==> src/design/htbbp_pkg.sv <==
// Shared types, command codes and defaults for the Huffman table and byte packer.
`default_nettype none

package htbbp_pkg;

    localparam int NUM_SYMBOLS_DEF   = 256;
    localparam int MAX_CODE_BITS_DEF = 16;
    localparam int BYTE_W            = 8;

    // request commands
    localparam logic [1:0] CMD_LOAD   = 2'd0;
    localparam logic [1:0] CMD_ENCODE = 2'd1;
    localparam logic [1:0] CMD_FLUSH  = 2'd2;
    localparam logic [1:0] CMD_CLEAR  = 2'd3;

    // result status
    localparam logic [1:0] ST_BYTE     = 2'd0;
    localparam logic [1:0] ST_LONG     = 2'd1;
    localparam logic [1:0] ST_OVERFLOW = 2'd2;

    // packer operations
    localparam logic [1:0] PK_NONE   = 2'd0;
    localparam logic [1:0] PK_ENCODE = 2'd1;
    localparam logic [1:0] PK_FLUSH  = 2'd2;
    localparam logic [1:0] PK_CLEAR  = 2'd3;

    typedef struct packed {
        logic [1:0] command;
        logic [7:0] first_symbol;
        logic [7:0] second_symbol;
        logic [7:0] pixel_value;
    } htbbp_in_t;

    typedef struct packed {
        logic [7:0] out_byte;
        logic [1:0] status;
    } htbbp_out_t;

    typedef struct packed {
        logic       fire;
        logic [1:0] op;
        logic [7:0] code_al;   // code left aligned in the byte
        logic [3:0] len;
    } pk_req_t;

    typedef struct packed {
        logic       emit;
        logic [7:0] data;
    } pk_rsp_t;

endpackage

`default_nettype wire

==> src/design/htbbp_pack.sv <==
// Byte packer: places codes MSB first, never splitting a code across bytes.
`default_nettype none

module htbbp_pack
    import htbbp_pkg::*;
(
    input  wire logic    aclk,
    input  wire logic    aresetn,
    input  wire pk_req_t req,
    output pk_rsp_t      rsp
);

    logic [7:0] pack_byte_reg, pack_byte_next;
    logic [3:0] pack_fill_reg, pack_fill_next;
    logic [4:0] fill_sum;

    always_comb begin
        fill_sum       = {1'b0, pack_fill_reg} + {1'b0, req.len};
        pack_byte_next = pack_byte_reg;
        pack_fill_next = pack_fill_reg;
        rsp.emit       = 1'b0;
        rsp.data       = pack_byte_reg;
        case (req.op)
            PK_ENCODE: begin
                if (fill_sum <= 5'(BYTE_W)) begin
                    pack_byte_next = pack_byte_reg | (req.code_al >> pack_fill_reg);
                    pack_fill_next = fill_sum[3:0];
                end else begin
                    rsp.emit       = 1'b1;
                    pack_byte_next = req.code_al;
                    pack_fill_next = req.len;
                end
            end
            PK_FLUSH: begin
                rsp.emit       = (pack_fill_reg != 4'd0);
                pack_byte_next = 8'd0;
                pack_fill_next = 4'd0;
            end
            PK_CLEAR: begin
                pack_byte_next = 8'd0;
                pack_fill_next = 4'd0;
            end
            default: begin
            end
        endcase
    end

    always_ff @(posedge aclk) begin
        if (!aresetn) begin
            pack_byte_reg <= 8'd0;
            pack_fill_reg <= 4'd0;
        end else if (req.fire) begin
            pack_byte_reg <= pack_byte_next;
            pack_fill_reg <= pack_fill_next;
        end
    end

endmodule

`default_nettype wire

==> config.mk <==
export PLATFORM = sky130hd
export DESIGN_NAME = htbbp_pack
export DESIGN_NICKNAME = d
export VERILOG_FILES = /design/src/design/htbbp_pkg.sv /design/src/design/htbbp_pack.sv
export SDC_FILE = /design/constraint.sdc
export NUM_CORES = 1
export LEC_CHECK = 0
export BUFFER_PORTS_ARGS = -buffer_cell sky130_fd_sc_hd__buf_4
export CORE_MARGIN = 2
export CORE_UTILIZATION = 45
export CTS_BUF_LIST = sky130_fd_sc_hd__clkbuf_2
export DETAILED_ROUTE_END_ITERATION = 8
export PLACE_DENSITY = 0.77
export SYNTH_ARGS = -nofsm -noshare
export SYNTH_HDL_FRONTEND = slang
export SYNTH_SLANG_ARGS = --single-unit
==> constraint.sdc <==
create_clock -name aclk -period 3.4 [get_ports aclk]
set_clock_uncertainty 0.05 [all_clocks]
set_input_delay 0.68 -clock aclk [delete_from_list [all_inputs] [get_ports aclk]]
set_output_delay 0.68 -clock aclk [all_outputs]
set_load 0.005 [all_outputs]
Yosys cells after proc, flatten, opt, wreduce, memory -nomap -nowiden
Index checks and enable logic that the tools add are counted.

Output and inout port bits: 9. Word-level logic and storage cells: 19. Input port bits: 17. Bits in registers: 12.

Equal/unequal tests: 3. Mux-type cells: 6. Order comparisons: 1. Reductions and logical operators: 4. Bitwise operators: 1. Add/subtract/negate cells: 1. Shift-type cells: 1.

Operator list (number): 8-bit one-hot mux with 2 select lines (1); 8-bit two-way mux (1); 8-bit bitwise OR (1); 4-bit one-hot mux with 2 select lines (1); 8-bit by 4-bit right shift with 8-bit output (1); 4-bit by 4-bit adder with 5-bit output (1); 5-bit by 4-bit <= comparator with 1-bit output, second input constant (1); 2-bit equality test, second input constant (2); 4-bit two-way mux (1); 4-bit nonzero test (1); 2-bit by 1-bit equality test with 1-bit output, second input constant (1); 1-bit one-hot mux with 2 select lines (1); 2-bit AND reduction (1); 2-bit nonzero test (1); 2-bit OR reduction (1); 1-bit two-way mux (1).

Longest topological paths before layout
Word-level depth: 4. Depth in mapped cells: 9. Depth with buffers taken out: 8.

Least setup slack after synthesis
Ideal clock, no wire load.

Kind: input -> output. Start: in req[0] (netlist name). End: out rsp[8] (netlist name). Data required time: 2670 ps. Path slack: 554 ps. Path buffers: 0. Arrival: 2116 ps. Stages on the path: 8. Path through: ha_1 -> inv_1 -> fa_1 -> xnor2_1 -> o32a_2 -> and2_2 -> o21ai_0 -> a21boi_0.

RTL lines: start, declared (line htbbp_pack.sv:9) `input wire pk_req_t req,`; end, declared (line htbbp_pack.sv:10) `output pk_rsp_t rsp`.

==> impl_metrics.toml <==
[die]
rows = 18
initial_core_util_pct = 47.2
core_um2 = 2450
pin_count = 26
die_w_um = 54.7
fp.dieH_um = 54.7
die_area_um2 = 3000

[logic_synthesis]
ys_types = 48
synth_edf_count = 0
async_flop_share_pct = 0
seq_area_frac_synth_pct = 20.7
ys_seq_elements = 12
syn_nets = 156
syn_area_um2 = 1160
synth_ff_type = "dfxtp_1"
syn_inst = 130
avgSynthCellArea_um2 = 8.91
ys_warn_count = 0

[placement]
hpwl_mm = 2.40
routabilityCongestion = 0.994
place.port_buffers = 25

[global_route]
overflow = 0
top_usage_layer = "met2"
grt_use_met3_pct = 1.91
antenna_found_initial = 0
grt_max_degree = 15
grt_pass1_wl_mm = 5.07
use_met2_pct = 38.1
grt_pass1_vias = 1118
grt_usage_pct = 23.6
use_met1_pct = 31.1

[cts]
cts_made_buffers = 3
cts_resized = 0
clk_path_buf_depth = 2
clock_sinks = 12
cts_max_level = 1
cts-root-buf = "clkbuf_2"
clk_pin_slew_ps = 120
clk_latency_ps = 280
cts_tree = "yes"
cts_hold_buf = 0
cts_setup_buffers = 0

[min_path]
min_path_type = "reg2reg"
hold_depth = 1
hold_end = "pack_byte_reg[7]"
holdCritStartpoint = "pack_byte_reg[7]"

[sta]
worst_slew_pin_slew_ps = 460
tns_ps = 0
rsz0062_at_grt = "false"
finalSetupViolations = 0
fin_crit_sh_pct = 93.5
clock.fmax_ghz = 0.315
maxSlewViolCount = 0
slew-limit-headroom_pct = 69.2
hold_viol_final = 0
period_needed_ps = 3180

[finish]
syn2layout_area_growth_pct = 19.4
multi_input_area_um2 = 851
diodes = 0
final_util_pct = 56.4
finalNetCount = 184
seq_area_um2 = 240
largest_reg_flops = 8
nFillCells = 239
drive_gt1_share_pct = 29.5

[setup_path]
crit_top_cell = "buf_4"
r2r_cells = 8
crit_arrival_ps = 2450
start_kind = "input pin"
worstSetupPathType = "in2out"
cp_cell_sequence = "buf_4 > ha_1 > inv_1 > fa_1 > xnor2_1 > o32a_2 > and2_2 > o21ai_0 > a21boi_0 > buf_4"
max_stage_delay_ps = 410
r2r_start = "pack_fill_reg[0]"
required_ps = 2670
slowest_stage = "fa_1"
rrSetupSlack_ps = 1070
crit_path_end_kind = "output pin"
worstPathMaxFanout = 5
r2r_end = "pack_byte_reg[6]"

[drt]
ant_nets = 0
wl_per_cell_um = 16.9
dr.pass1.iters = 4
vias = 1170
drtIter0Drc = 62
via_per_inst = 6.29
drt-total-wl_mm = 3.14
drc_errors = 0

[power_and_ir_drop]
ir_drop_uv = 154
power_density_nw_per_um2 = 331
p_leak_nw = 0.609

[run]
drv_cap = 0

[run_status]
outcome = "finished clean"
[layout by cell type (no fill, tap or decap), drive strengths merged, types with 3 or more instances in the layout]
cell type	synthesis	routed
nor3	5	5
nand3	5	5
a221o	6	6
ha	8	8
mux4	4	4
nand2	14	14
and2	4	4
a21oi	9	9
buf	5	29
mux2	3	3
inv	6	6
o31ai	4	4
nand2b	5	5
clkbuf	1	3
dfxtp	12	12
nor2	6	6
[per-stage QoR]
| step | setup slack (ps) | total power [W] | hold slack, ps | instances | cell area (µm²) |
|---|---|---|---|---|---|
| finish | 222 | 0.000458 | 441 | 186 | 1380 |
| global route | 18.4 | 0.000492 | 456 | 186 | 1380 |
| CTS | 215 | 0.000457 | 443 | 186 | 1380 |
| detailed placement | 221 | 0.000385 | 409 | 183 | 1370 |
| global placement | 304 | 0.000380 | 406 | 183 | 1370 |
| floorplan | 554 | 0.000314 | 416 | 130 | 1160 |
[area by class of cell]
type / count / share of cell area (%)
multi-input cells: 106 / 61.5
flip-flops and latches: 12 / 17.4
repair buffers: 29 / 15.7
well taps: 30 / 2.71
inverters: 6 / 1.63
clock buffers: 3 / 1.08
[where the power goes]
group | total [W] | internal, W | switching (W)
Clock | 0.0000733 | 0.0000240 | 0.0000492
Combinational | 0.000221 | 0.000105 | 0.000117
Sequential | 0.000164 | 0.000153 | 0.0000107
[critical path: cells and delay by family]
kind            cells  cell delay, ps
buf+inv             3             280
xor+xnor            1             250
simple gates        1             200
compound gates      3             470
fa+ha+maj           2             560
[worst max-delay path by stage]
stage	from	end	slack (ps)	depth (start not counted)
3_5_place_dp	req[0]	rsp[8]	220	10
4_1_cts	req[0]	rsp[8]	210	10
6_report	req[0]	rsp[8]	220	10
2_1_floorplan	req[0]	rsp[8]	550	8
5_1_grt	req[0]	rsp[8]	20	10
3_3_place_gp	req[0]	rsp[8]	300	10
[kinds of logic (layout without fill, tap and decap cells)]
logic type / count (synthesis) / after routing / share of synthesized area, %
and+or+nand+nor: 49 / 49 / 23.7
AOI/OAI and AO/OA: 40 / 40 / 27.3
DFF: 12 / 12 / 20.7
buffers and inverters: 12 / 38 / 5.83
adders and majority gates: 9 / 9 / 10.4
muxes: 7 / 7 / 11.3
xor gates and xnor gates: 1 / 1 / 0.756
[cell usage after synthesis (3+ instances only)]
master	instances	area, µm²
a221o_1	6	60.1
o31ai_1	4	30.0
nand3_1	5	25.0
nor3_1	5	25.0
ha_1	8	100
dfxtp_1	12	240
a21oi_1	9	45.0
nor2_1	5	18.8
nand2b_1	5	31.3
inv_1	6	22.5
nand2_1	14	52.6
mux2_2	3	33.8
[layer usage]
layer / wire length [µm] / part of all wire, %
met5: 0 / 0
met1: 1270 / 40
met3: 222 / 7.1
met4: 110 / 3.5
met2: 1530 / 49
(Power assumes the default switching activity.)
